$ cat src/hw/rtl/md5_pkg.sv
// Package: MD5 constants, tables and round helpers.
package md5_pkg;
  localparam int WordW = 32;
  localparam int LenW  = 61;
  localparam logic [31:0] InitA = 32'h67452301;
  localparam logic [31:0] InitB = 32'hEFCDAB89;
  localparam logic [31:0] InitC = 32'h98BADCFE;
  localparam logic [31:0] InitD = 32'h10325476;

  function automatic logic [31:0] round_k(input logic [5:0] i);
    logic [31:0] k;
    unique case (i)
      6'd0: k = 32'hd76aa478;  6'd1: k = 32'he8c7b756;  6'd2: k = 32'h242070db;
      6'd3: k = 32'hc1bdceee;  6'd4: k = 32'hf57c0faf;  6'd5: k = 32'h4787c62a;
      6'd6: k = 32'ha8304613;  6'd7: k = 32'hfd469501;  6'd8: k = 32'h698098d8;
      6'd9: k = 32'h8b44f7af;  6'd10: k = 32'hffff5bb1; 6'd11: k = 32'h895cd7be;
      6'd12: k = 32'h6b901122; 6'd13: k = 32'hfd987193; 6'd14: k = 32'ha679438e;
      6'd15: k = 32'h49b40821; 6'd16: k = 32'hf61e2562; 6'd17: k = 32'hc040b340;
      6'd18: k = 32'h265e5a51; 6'd19: k = 32'he9b6c7aa; 6'd20: k = 32'hd62f105d;
      6'd21: k = 32'h02441453; 6'd22: k = 32'hd8a1e681; 6'd23: k = 32'he7d3fbc8;
      6'd24: k = 32'h21e1cde6; 6'd25: k = 32'hc33707d6; 6'd26: k = 32'hf4d50d87;
      6'd27: k = 32'h455a14ed; 6'd28: k = 32'ha9e3e905; 6'd29: k = 32'hfcefa3f8;
      6'd30: k = 32'h676f02d9; 6'd31: k = 32'h8d2a4c8a; 6'd32: k = 32'hfffa3942;
      6'd33: k = 32'h8771f681; 6'd34: k = 32'h6d9d6122; 6'd35: k = 32'hfde5380c;
      6'd36: k = 32'ha4beea44; 6'd37: k = 32'h4bdecfa9; 6'd38: k = 32'hf6bb4b60;
      6'd39: k = 32'hbebfbc70; 6'd40: k = 32'h289b7ec6; 6'd41: k = 32'heaa127fa;
      6'd42: k = 32'hd4ef3085; 6'd43: k = 32'h04881d05; 6'd44: k = 32'hd9d4d039;
      6'd45: k = 32'he6db99e5; 6'd46: k = 32'h1fa27cf8; 6'd47: k = 32'hc4ac5665;
      6'd48: k = 32'hf4292244; 6'd49: k = 32'h432aff97; 6'd50: k = 32'hab9423a7;
      6'd51: k = 32'hfc93a039; 6'd52: k = 32'h655b59c3; 6'd53: k = 32'h8f0ccc92;
      6'd54: k = 32'hffeff47d; 6'd55: k = 32'h85845dd1; 6'd56: k = 32'h6fa87e4f;
      6'd57: k = 32'hfe2ce6e0; 6'd58: k = 32'ha3014314; 6'd59: k = 32'h4e0811a1;
      6'd60: k = 32'hf7537e82; 6'd61: k = 32'hbd3af235; 6'd62: k = 32'h2ad7d2bb;
      default: k = 32'heb86d391;
    endcase
    return k;
  endfunction

  function automatic logic [4:0] round_s(input logic [5:0] i);
    logic [4:0] s;
    unique case ({i[5:4], i[1:0]})
      4'd0: s = 5'd7;   4'd1: s = 5'd12;  4'd2: s = 5'd17;  4'd3: s = 5'd22;
      4'd4: s = 5'd5;   4'd5: s = 5'd9;   4'd6: s = 5'd14;  4'd7: s = 5'd20;
      4'd8: s = 5'd4;   4'd9: s = 5'd11;  4'd10: s = 5'd16; 4'd11: s = 5'd23;
      4'd12: s = 5'd6;  4'd13: s = 5'd10; 4'd14: s = 5'd15; default: s = 5'd21;
    endcase
    return s;
  endfunction

  function automatic logic [3:0] round_g(input logic [5:0] i);
    logic [3:0] g;
    logic [3:0] l;
    l = i[3:0];
    unique case (i[5:4])
      2'd0: g = l;
      2'd1: g = 4'(5 * l + 1);
      2'd2: g = 4'(3 * l + 5);
      default: g = 4'(7 * l);
    endcase
    return g;
  endfunction
endpackage

$ cat src/hw/rtl/md5_if.sv
// Interfaces: input word channel and digest channel.
interface md5_in_if;
  logic        valid;
  logic        ready;
  logic [31:0] data_word;
  logic [2:0]  byte_count;
  logic        final_word;
  modport source (output valid, data_word, byte_count, final_word, input ready);
  modport sink (input valid, data_word, byte_count, final_word, output ready);
endinterface

interface md5_out_if;
  logic        valid;
  logic        ready;
  logic [31:0] digest_word;
  logic        digest_last;
  modport source (output valid, digest_word, digest_last, input ready);
  modport sink (input valid, digest_word, digest_last, output ready);
endinterface

$ cat src/hw/rtl/md5_core.sv
// Compression core: one MD5 round per cycle, block words read from a memory.
module md5_core import md5_pkg::*; (
  input  logic        clk,
  input  logic        rst_n,
  input  logic        start,
  input  logic [31:0] mem_rdata,
  output logic [3:0]  mem_raddr,
  output logic        done,
  output logic [127:0] chain
);
  logic [31:0] a_r, b_r, c_r, d_r;
  logic [31:0] ca_r, cb_r, cc_r, cd_r;
  logic [6:0]  cnt_r;
  logic        busy_r;
  logic        done_r;
  logic [5:0]  rnd;
  logic [31:0] f, sum, rot;
  logic [4:0]  sh;

  // the word for round cnt is addressed in the cycle before its round; cnt 0 is the prefetch cycle
  assign rnd = 6'(cnt_r - 7'd1);
  assign mem_raddr = round_g(cnt_r[5:0]);
  assign done = done_r;
  assign chain = {cd_r, cc_r, cb_r, ca_r};

  always_comb begin
    unique case (rnd[5:4])
      2'd0: f = (b_r & c_r) | (~b_r & d_r);
      2'd1: f = (b_r & d_r) | (c_r & ~d_r);
      2'd2: f = b_r ^ c_r ^ d_r;
      default: f = c_r ^ (b_r | ~d_r);
    endcase
    sum = f + a_r + round_k(rnd) + mem_rdata;
    sh  = round_s(rnd);
    rot = (sum << sh) | (sum >> (6'd32 - {1'b0, sh}));
  end

  always_ff @(posedge clk) begin
    done_r <= rst_n && busy_r && (cnt_r == 7'd64);
    if (!rst_n) begin
      busy_r <= 1'b0;
      cnt_r  <= '0;
      ca_r <= InitA; cb_r <= InitB; cc_r <= InitC; cd_r <= InitD;
    end else if (start && !busy_r) begin
      busy_r <= 1'b1;
      cnt_r  <= 7'd0;
      a_r <= ca_r; b_r <= cb_r; c_r <= cc_r; d_r <= cd_r;
    end else if (busy_r) begin
      if (cnt_r != 7'd0) begin
        a_r <= d_r; d_r <= c_r; c_r <= b_r; b_r <= b_r + rot;
      end
      if (cnt_r == 7'd64) begin
        busy_r <= 1'b0;
        ca_r <= ca_r + d_r;
        cb_r <= cb_r + b_r + rot;
        cc_r <= cc_r + b_r;
        cd_r <= cd_r + c_r;
      end
      cnt_r <= cnt_r + 7'd1;
    end else if (start == 1'b0 && cnt_r == 7'd127) begin
      cnt_r <= '0;
    end
  end

  // chain reinit requested by the top through a start-free window
  // (handled by md5_stream_hash via a separate reset pulse)
endmodule

$ cat src/hw/rtl/md5_stream_hash.sv
// Top level: streaming MD5 with block memory and round-serial compression.
// Each compression runs through start, prefetch, 64 rounds and the done handoff.
// A word is accepted, then its bytes are packed one by one; every 64th byte adds a compression.
// A final word pads (one or two compressions) and then issues four digest beats.
// Synchronous active-low reset restores the initial chaining values.
// The block memory holds no reset; every entry is written before it is read.
module md5_stream_hash import md5_pkg::*; (
  input logic clk,
  input logic rst_n,
  md5_in_if.sink    in_ch,
  md5_out_if.source out_ch
);
  localparam logic [2:0] S_IN = 3'd0, S_BYTE = 3'd1, S_COMP = 3'd2, S_PAD = 3'd3,
                         S_LEN = 3'd4, S_OUT = 3'd5, S_WAIT = 3'd6, S_INIT = 3'd7;

  logic [31:0] mem [16];
  logic [31:0] mem_rdata_r;
  logic [3:0]  raddr;
  logic        we;
  logic [3:0]  waddr;
  logic [31:0] wdata;

  logic [2:0]  st_r;
  logic [2:0]  ret_r;
  logic [5:0]  pos_r;
  logic [60:0] len_r;
  logic [31:0] word_r;
  logic [31:0] data_r;
  logic [2:0]  cnt_r;
  logic [2:0]  idx_r;
  logic        fin_r;
  logic        len_done_r;
  logic        start;
  logic        done;
  logic [127:0] chain;
  logic        core_rst_n;
  logic [63:0] bits;

  always_ff @(posedge clk) begin
    if (we) mem[waddr] <= wdata;
    mem_rdata_r <= mem[raddr];
  end

  assign core_rst_n = rst_n && (st_r != S_INIT);

  md5_core u_core (
    .clk(clk), .rst_n(core_rst_n), .start(start), .mem_rdata(mem_rdata_r),
    .mem_raddr(raddr), .done(done), .chain(chain)
  );

  assign in_ch.ready = (st_r == S_IN);
  assign out_ch.valid = (st_r == S_OUT);
  assign out_ch.digest_word = chain[32*idx_r[1:0] +: 32];
  assign out_ch.digest_last = (idx_r == 3'd3);
  assign bits = {len_r, 3'b000};

  always_comb begin
    logic [31:0] m;
    m = 32'hFF << {pos_r[1:0], 3'b000};
    start = (st_r == S_COMP);
    we    = 1'b0;
    waddr = pos_r[5:2];
    wdata = (word_r & ~m) | ((32'(data_r[7:0]) << {pos_r[1:0], 3'b000}) & m);
    unique case (st_r)
      S_BYTE, S_PAD: we = 1'b1;
      S_LEN: begin
        we = 1'b1;
        waddr = len_done_r ? 4'd15 : 4'd14;
        wdata = len_done_r ? bits[63:32] : bits[31:0];
      end
      default: we = 1'b0;
    endcase
  end

  // word_r shadows the partial word being packed at pos_r[5:2]
  always_ff @(posedge clk) begin
    if (!rst_n) begin
      st_r <= S_IN; pos_r <= '0; len_r <= '0; idx_r <= '0;
      ret_r <= S_IN; fin_r <= 1'b0; len_done_r <= 1'b0; cnt_r <= '0;
    end else begin
      unique case (st_r)
        S_IN: if (in_ch.valid) begin
          cnt_r  <= (in_ch.byte_count > 3'd4) ? 3'd4 : in_ch.byte_count;
          fin_r  <= in_ch.final_word;
          if (in_ch.final_word && in_ch.byte_count == 3'd0) data_r <= 32'h80;
          else data_r <= in_ch.data_word;
          if (in_ch.byte_count == 3'd0) st_r <= in_ch.final_word ? S_PAD : S_IN;
          else st_r <= S_BYTE;
        end
        S_BYTE: begin
          word_r <= (pos_r[1:0] == 2'd3) ? 32'd0 : wdata;
          pos_r  <= pos_r + 6'd1;
          len_r  <= len_r + 61'd1;
          data_r <= (cnt_r == 3'd1 && fin_r) ? 32'h80 : {8'd0, data_r[31:8]};
          cnt_r  <= cnt_r - 3'd1;
          if (cnt_r == 3'd1) begin
            if (pos_r == 6'd63) begin
              st_r <= S_COMP; ret_r <= fin_r ? S_PAD : S_IN;
            end else st_r <= fin_r ? S_PAD : S_IN;
          end else if (pos_r == 6'd63) begin
            st_r <= S_COMP; ret_r <= S_BYTE;
          end
        end
        S_PAD: begin
          word_r <= (pos_r[1:0] == 2'd3) ? 32'd0 : wdata;
          pos_r  <= pos_r + 6'd1;
          data_r <= 32'd0;
          if (pos_r == 6'd63) begin
            st_r <= S_COMP; ret_r <= S_PAD;
          end else if (pos_r == 6'd55) st_r <= S_LEN;
        end
        S_LEN: begin
          len_done_r <= ~len_done_r;
          if (len_done_r) begin
            st_r <= S_COMP; ret_r <= S_OUT; pos_r <= '0;
          end
        end
        S_COMP: st_r <= S_WAIT;
        S_WAIT: if (done) begin
          st_r <= ret_r; idx_r <= '0;
        end
        S_OUT: if (out_ch.ready) begin
          idx_r <= idx_r + 3'd1;
          if (idx_r == 3'd3) st_r <= S_INIT;
        end
        default: begin
          st_r <= S_IN; pos_r <= '0; len_r <= '0; word_r <= '0;
        end
      endcase
    end
  end
endmodule

$ cat src/flat_wrapper.sv
// flat-port wrapper written by rule: the top's interface ports become plain ports
module md5_stream_hash_flat import md5_pkg::*;
  (clk, rst_n, in_ch_valid, in_ch_data_word, in_ch_byte_count, in_ch_final_word, in_ch_ready, out_ch_valid, out_ch_digest_word, out_ch_digest_last, out_ch_ready);
  md5_in_if in_ch_i ();
  md5_out_if out_ch_i ();
  input logic clk;
  input logic rst_n;
  input wire logic [$bits(in_ch_i.valid)-1:0] in_ch_valid;
  input wire logic [$bits(in_ch_i.data_word)-1:0] in_ch_data_word;
  input wire logic [$bits(in_ch_i.byte_count)-1:0] in_ch_byte_count;
  input wire logic [$bits(in_ch_i.final_word)-1:0] in_ch_final_word;
  output wire logic [$bits(in_ch_i.ready)-1:0] in_ch_ready;
  output wire logic [$bits(out_ch_i.valid)-1:0] out_ch_valid;
  output wire logic [$bits(out_ch_i.digest_word)-1:0] out_ch_digest_word;
  output wire logic [$bits(out_ch_i.digest_last)-1:0] out_ch_digest_last;
  input wire logic [$bits(out_ch_i.ready)-1:0] out_ch_ready;
  assign in_ch_i.valid = in_ch_valid;
  assign in_ch_i.data_word = in_ch_data_word;
  assign in_ch_i.byte_count = in_ch_byte_count;
  assign in_ch_i.final_word = in_ch_final_word;
  assign in_ch_ready = in_ch_i.ready;
  assign out_ch_valid = out_ch_i.valid;
  assign out_ch_digest_word = out_ch_i.digest_word;
  assign out_ch_digest_last = out_ch_i.digest_last;
  assign out_ch_i.ready = out_ch_ready;
  md5_stream_hash u_core (.clk(clk), .rst_n(rst_n), .in_ch(in_ch_i), .out_ch(out_ch_i));
endmodule
$ cat config.mk
export PLATFORM = sky130hd
export DESIGN_NAME = md5_stream_hash_flat
export DESIGN_NICKNAME = d
export VERILOG_FILES = /design/src/hw/rtl/md5_pkg.sv /design/src/hw/rtl/md5_if.sv /design/src/hw/rtl/md5_core.sv /design/src/hw/rtl/md5_stream_hash.sv /design/src/flat_wrapper.sv
export SDC_FILE = /design/constraint.sdc
export NUM_CORES = 2
export LEC_CHECK = 0
export BUFFER_PORTS_ARGS = -buffer_cell sky130_fd_sc_hd__buf_2
export CAP_MARGIN = 5
export CORE_MARGIN = 1
export CORE_UTILIZATION = 25
export DETAILED_ROUTE_END_ITERATION = 8
export PLACE_DENSITY_LB_ADDON = 0.08
export SYNTH_ARGS = -nofsm -noshare
export SYNTH_HDL_FRONTEND = slang
export SYNTH_HIERARCHICAL = 1
export SYNTH_SLANG_ARGS = --single-unit
$ cat constraint.sdc
create_clock -name clk -period 16 [get_ports clk]
set_clock_uncertainty 0.15 [all_clocks]
set_input_delay 0.8 -clock clk [delete_from_list [all_inputs] [get_ports clk]]
set_output_delay 0.8 -clock clk [all_outputs]
set_load 0.005 [all_outputs]
Yosys cells after proc, flatten, opt, wreduce, memory -nomap -nowiden
Memories as Yosys holds them, arrays and structs flattened. A register that Yosys moved wholly into a read port is not among the register bits.
Index checks and enable logic that the tools add are counted.
{ "word_totals": {"mem_bits_rw": 512, "mem_count": 3, "word_cells": 198, "register_bits": 410, "mem_bits_ro": 2128, "in_bits": 40} }
{ "op_classes": {"add_sub_neg": 18, "muxes": 61, "eq_ne": 27, "bitwise_logic": 23, "shift": 5, "n_reduce_logical": 36, "n_lt_le_gt_ge": 1, "mul": 3} }
{ "memory_table": {"columns": ["memory", "words", "width", "rd", "rd_ports_with_merged_regs", "write_ports", "line", "source"], "rows": [
  ["(name not given)", 64, 32, 1, 0, 0, "md5_pkg.sv:12", "unique case (i)"],
  ["u_core.mem", 16, 32, 1, 1, 1, "md5_stream_hash.sv:16", "logic [31:0] mem [16];"],
  ["(name not given)", 16, 5, 1, 0, 0, "md5_pkg.sv:41", "unique case ({i[5:4], i[1:0]})"]
]} }
{ "ops": {"columns": ["cell", "n"], "rows": [
  ["2-to-1 mux 32 bit", 17],
  ["adder 32 bit", 9],
  ["AND 32 bit", 6],
  ["case mux 32 bit (3 select lines)", 2],
  ["OR 32 bit", 5],
  ["indexed part select 128 x 8 -> 32 bit", 1],
  ["case mux 61 bit (2 select lines)", 1],
  ["NOT 32 bit", 3],
  ["XOR 32 bit", 3],
  ["case mux 32 bit (2 select lines)", 1],
  ["adder 61 x 1 -> 61 bit, second input constant", 1],
  ["2-to-1 mux 3 bit", 18],
  ["left shift 32 x 5 -> 32 bit", 1],
  ["left shift 8 x 5 -> 32 bit", 1],
  ["left shift 8 x 5 -> 32 bit, first input constant", 1],
  ["right shift 32 x 6 -> 32 bit", 1],
  ["2-to-1 mux 24 bit", 1],
  ["case mux 3 bit (7 select lines)", 1],
  ["case mux 6 bit (3 select lines)", 1],
  ["equality test 7 bit, second input constant", 2],
  ["2-to-1 mux 7 bit", 2],
  ["equality test 6 bit, second input constant", 2],
  ["case mux 3 bit (2 select lines)", 2],
  ["case mux 4 bit (3 select lines)", 1],
  ["42 further kinds", 91]
]} }

Logic depth before layout (Yosys ltp)
{ "logic_depth": {"word_depth": 13, "mapped_depth": 50, "ltp_nobuf": 46} }

Cells and area by module
Netlist, hierarchy kept.
{ "modules_own_cells": {"columns": ["mod", "area_per_inst_um2", "cells_per_inst", "instances"], "rows": [
  ["md5_core", 30294.1, 3994, 1],
  ["md5_stream_hash", 28173.3, 1612, 1]
]} }

Least setup slack after synthesis
OpenSTA, ideal clock, no wires.
{ "synth_timing": {"kind": "register to register", "startpoint": "register u_core.u_core.cnt_r[0]", "endpoint": "register u_core.u_core.cb_r[31]", "arrival_ns": 11.084, "setup_ns": 0.123, "required_ns": 15.727, "period_less_slack_ns": 11.358, "setup_slack_ns": 4.642, "path_stages_with_launch": 46, "cell_sequence": "dfxtp_1 clkinv_1 ha_1 clkbuf_1 nand3b_1 and2_1 clkbuf_1 buf_1 clkbuf_1 xnor2_1 nor2_1 a21o_1 fa_1 fa_1 inv_1 ha_1 clkbuf_1 a21oi_1 [... 10 more ...] fa_1 inv_1 ha_1 inv_1 fa_1 nor2b_1 o31a_1 o21a_1 a21bo_2 a31oi_1 o211ai_1 o311ai_0 a21oi_1 nand3b_1 and3_1 or3_1 mux2i_1 mux2_1"} }
{ "synth_via": {"elab_chain_len": 9, "word_cells_on_any_way": 17, "cone_classes": "add/sub: 6; eq/ne: 3; shift: 2; mux: 1; bitwise: 1; reduce/logical: 2; memory: 2"} }
{ "synth_lines": {"columns": ["item", "line", "source"], "rows": [
  ["start: declaration", "md5_core.sv:13", "logic [6:0] cnt_r;"],
  ["start signal: assignment", "md5_core.sv:59", "cnt_r <= cnt_r + 7'd1;"],
  ["subtractor 6 x 1 -> 6 bit", "md5_core.sv:21", "assign rnd = 6'(cnt_r - 7'd1);"],
  ["equality test 2 bit, or another cell as far along", "md5_core.sv:27", "unique case (rnd[5:4])"],
  ["case mux 32 bit (3 select lines)", "md5_core.sv:27", null],
  ["adder 32 bit (3 in a row)", "md5_core.sv:33", "sum = f + a_r + round_k(rnd) + mem_rdata;"],
  ["right shift 32 x 6 -> 32 bit / left shift 32 x 5 -> 32 bit (equally long branches)", "md5_core.sv:35", "rot = (sum << sh) | (sum >> (6'd32 - {1'b0, sh}));"],
  ["OR 32 bit", "md5_core.sv:35", null],
  ["adder 32 bit", "md5_core.sv:55", "cb_r <= cb_r + b_r + rot;"],
  ["end signal: assignment", "md5_core.sv:43", "ca_r <= InitA; cb_r <= InitB; cc_r <= InitC; cd_r <= InitD;"],
  ["end signal: assignment", "md5_core.sv:55", null],
  ["end: declaration", "md5_core.sv:12", "logic [31:0] ca_r, cb_r, cc_r, cd_r;"]
]} }
Parallel ways exist; a longest one is shown, timed or not.
A chain may end at the register's enable or synchronous reset.

Worst setup path in the final report
{ "layout_timing": {"startpoint": "register u_core.u_core.cnt_r[2]", "endpoint": "register u_core.u_core.cb_r[31]"} }
Same word-level chain as after synthesis.

==> out/metrics.csv <==
stage;metric;value;unit
worst_setup_path;Worst setup SP type;register;
detailed_routing;DRC Markers;0;
worst_setup_path;worst r2r path cells;45;
timing;final setup fails;0;
synthesis;largest cells by area after synthesis;edfxtp_1 (36%), dfxtp_1 (8.6%), mux4_2 (7.8%);
clock_tree;clock sinks;954;
worst_setup_path;Worst EP required;16.48;ns
timing;slack of the critical path;2.310;ns
cells_and_area;Area growth, synth to finish;14.16;%
timing;Final Critical Period;13.69;ns
timing;Setup TNS Final;0;ns
floorplanning;CORE AREA;232500;µm²
detailed_routing;via count;44181;
timing;Hold WS;0.1710;ns
global_routing;pin count of the biggest net entering global routing;129;
hold_path;Hold Path Stages;2;
clock_tree;deepest clock path buffer count;3;
clock_tree;Worst-path clk slew;0.09;ns
cells_and_area;Final #Nets;5965;
synthesis;Net Count, Synth;5978;
worst_setup_path;WS Path Type;reg2reg;
synthesis;syn avg cell area;10.43;µm²
placed_design;IO Port Bufs;74;
clock_tree;post_cts resized;0;
timing;crit share post-route;85.56;%
global_routing;initial antenna violation count;12;
global_routing;GRT Overall Usage;18.74;%
clock_tree;CTS tree;done;
timing;relative slew slack;20.64;%
floorplanning;die height;485.6;µm
clock_tree;H-tree depth;3;
synthesis;Cell Area, Synth;58470;µm²
synthesis;Main synth FF type;edfxtp_1;
cells_and_area;share of post-route cells with drive strength above 1;12.29;%
detailed_routing;drt total wl;224.7;mm
synthesis;Post-synth EDFFs;704;
clock_tree;setup repair bufs after CTS;0;
placed_design;DP Wirelength;155.4;mm
worst_setup_path;worst-path fanout max;76;
synthesis;Yosys reg bits;954;
detailed_routing;drt wl/cell;25.71;µm
synthesis;synth unique cells;102;
placed_design;routability cong.;0.8557;
timing;Pins Over Slew Limit;0;
cells_and_area;commonest non-fill, non-tap cell in the layout;nand2_1;
detailed_routing;antenna viol nets, final;0;
floorplanning;Initial Utilization;25.14;%
clock_tree;Clock Latency Late Sink;0.83;ns
placed_design;pre-CTS setup slack;2.379;ns
cells_and_area;most frequent cells in the layout;nand2_1 (733), edfxtp_1 (704), nor2_1 (417), a21oi_1 (378), inv_1 (280);
floorplanning;I/O pins;75;
worst_setup_path;CP max stage cell;dfxtp_1;
floorplanning;Die ar.;235800;µm²
global_routing;first-pass GRT wire length;323.9;mm
synthesis;top cell type's share of synthesized area;36.16;%
worst_setup_path;WP data arrival;14.17;ns
timing;f_max;73.05;MHz
synthesis;Syn. warnings;6;
run_status;status;complete, no violations;
clock_tree;clk root buf;clkbuf_16;
worst_setup_path;crit-path max cell delay;0.82;ns
synthesis;cells after synthesis;5606;
clock_tree;number of CTS-inserted buffers;116;
timing;RSZ-0062 raised after global routing;false;
synthesis;area leader, netlist;edfxtp_1;
timing;Final Hold Vio Count;0;
clock_tree;hold_buf cts;0;
hold_path;worst min-delay path class;in2reg;
floorplanning;Rows;177;
synthesis;fraction of registers with async set/reset;0;%
flow_run;max-cap viol count;0;
detailed_routing;drt pass-1 iters;5;
detailed_routing;initial DRC count;3710;
global_routing;grt total ovfl;0;
timing;slew at the pin with the worst max-slew slack;1.190;ns
detailed_routing;DR vias/cell;5.054;
floorplanning;Die W;485.6;µm
worst_setup_path;Critical Path Sink Type;register;
synthesis;post-synthesis sequential area ratio;44.72;%
global_routing;vias in the first global route;43554;
## critical path, delay by kind of cell (launching register included)
kind | cells | cell delay (ns)
multiplexers | 3 | 0.96
buffers and inverters | 5 | 1.28
AO/OA/AOI/OAI | 18 | 5.50
XOR/XNOR | 2 | 0.55
flip-flops | 1 | 0.82
adder cells (fa/ha/maj) | 7 | 2.37
AND/OR/NAND/NOR | 10 | 1.89
## registers in the layout, summed over array words and instances, names as in the netlist, 6 cells and up
name	cells
u_core/data_r	32
u_core/len_r	61
u_core/mem	512
u_core/mem_rdata_r	32
u_core/pos_r	6
u_core/u_core/a_r	32
u_core/u_core/b_r	32
u_core/u_core/c_r	32
u_core/u_core/ca_r	32
u_core/u_core/cb_r	32
u_core/u_core/cc_r	32
u_core/u_core/cd_r	32
u_core/u_core/cnt_r	7
u_core/u_core/d_r	32
u_core/word_r	32
## stage by stage
stage	utilization (%)	cells	cell area, µm²
floorplan	-	5606	58470
global route	28.70	8741	66750
CTS	28.70	8740	66750
global placement	26.92	8518	62610
finish	28.70	8741	66750
detailed placement	26.92	8518	62610
## synth_stat cells (13+ instances only)
library cell	count
clkbuf_1	256
nand2b_1	39
edfxtp_1	704
nor4_1	41
o211a_1	13
nand4_1	30
nand3_1	107
a21boi_0	22
nand2_1	737
mux4_2	202
inv_1	282
buf_1	34
a221o_1	15
a31oi_1	73
o21ai_0	266
o31ai_1	17
a21o_1	84
buf_2	28
fa_1	105
ha_1	227
nor2b_1	64
o22ai_1	41
o211ai_1	101
a22o_1	25
nor2_1	436
o21a_1	31
or3_1	38
and2_1	52
dfxtp_1	250
a31o_2	20
o311ai_0	35
xor2_1	84
nor3b_1	15
a21oi_1	387
o21bai_1	23
mux2i_1	112
a211oi_1	60
a311oi_1	45
xnor2_1	184
nor3_1	90
and3_1	46
## logic make-up after synthesis
kind of cell,share of synthesized area (%)
compound gates,15.16
xor+xnor,4.100
fa+ha+maj,8.453
buf+inv,4.002
flops,44.72
mux,9.949
simple gates,13.61
## worst paths after layout
kind                     startpoint                     end  slack (ns)
min reg2reg        u_core/len_r[60]        u_core/len_r[60]        0.34
max reg2reg  u_core/u_core/cnt_r[2]  u_core/u_core/cb_r[31]        2.31
max          u_core/u_core/cnt_r[2]  u_core/u_core/cb_r[31]        2.31
min             in_ch_data_word[30]       u_core/data_r[30]        0.17
## area by class of cell
| cell class | count | area (µm²) |
|---|---|---|
| flip-flops and latches | 954 | 26150 |
| repair buffers | 192 | 1294 |
| clock buffers | 162 | 3267 |
| multi-input cells | 4042 | 30270 |
| clock inverters | 60 | 872.1 |
| fillers | 24170 | 165800 |
| well taps | 3043 | 3807 |
| diodes | 1 | 2.502 |
| inverters | 287 | 1080 |
## routing by layer
layer / GRT usage, % / share of wire [%] / vias to the layer above
met3: 1.962 / 3.4 / 208
li1: - / - / 20697
met5: 0 / 0 / -
met4: 4.242 / 2.2 / 0
met2: 32.16 / 49 / 931
met1: 25.19 / 45 / 22345
Power is left out: the tool's default activity adds up to more than one toggle a clock period on the data nets, which glitch-free logic cannot reach.
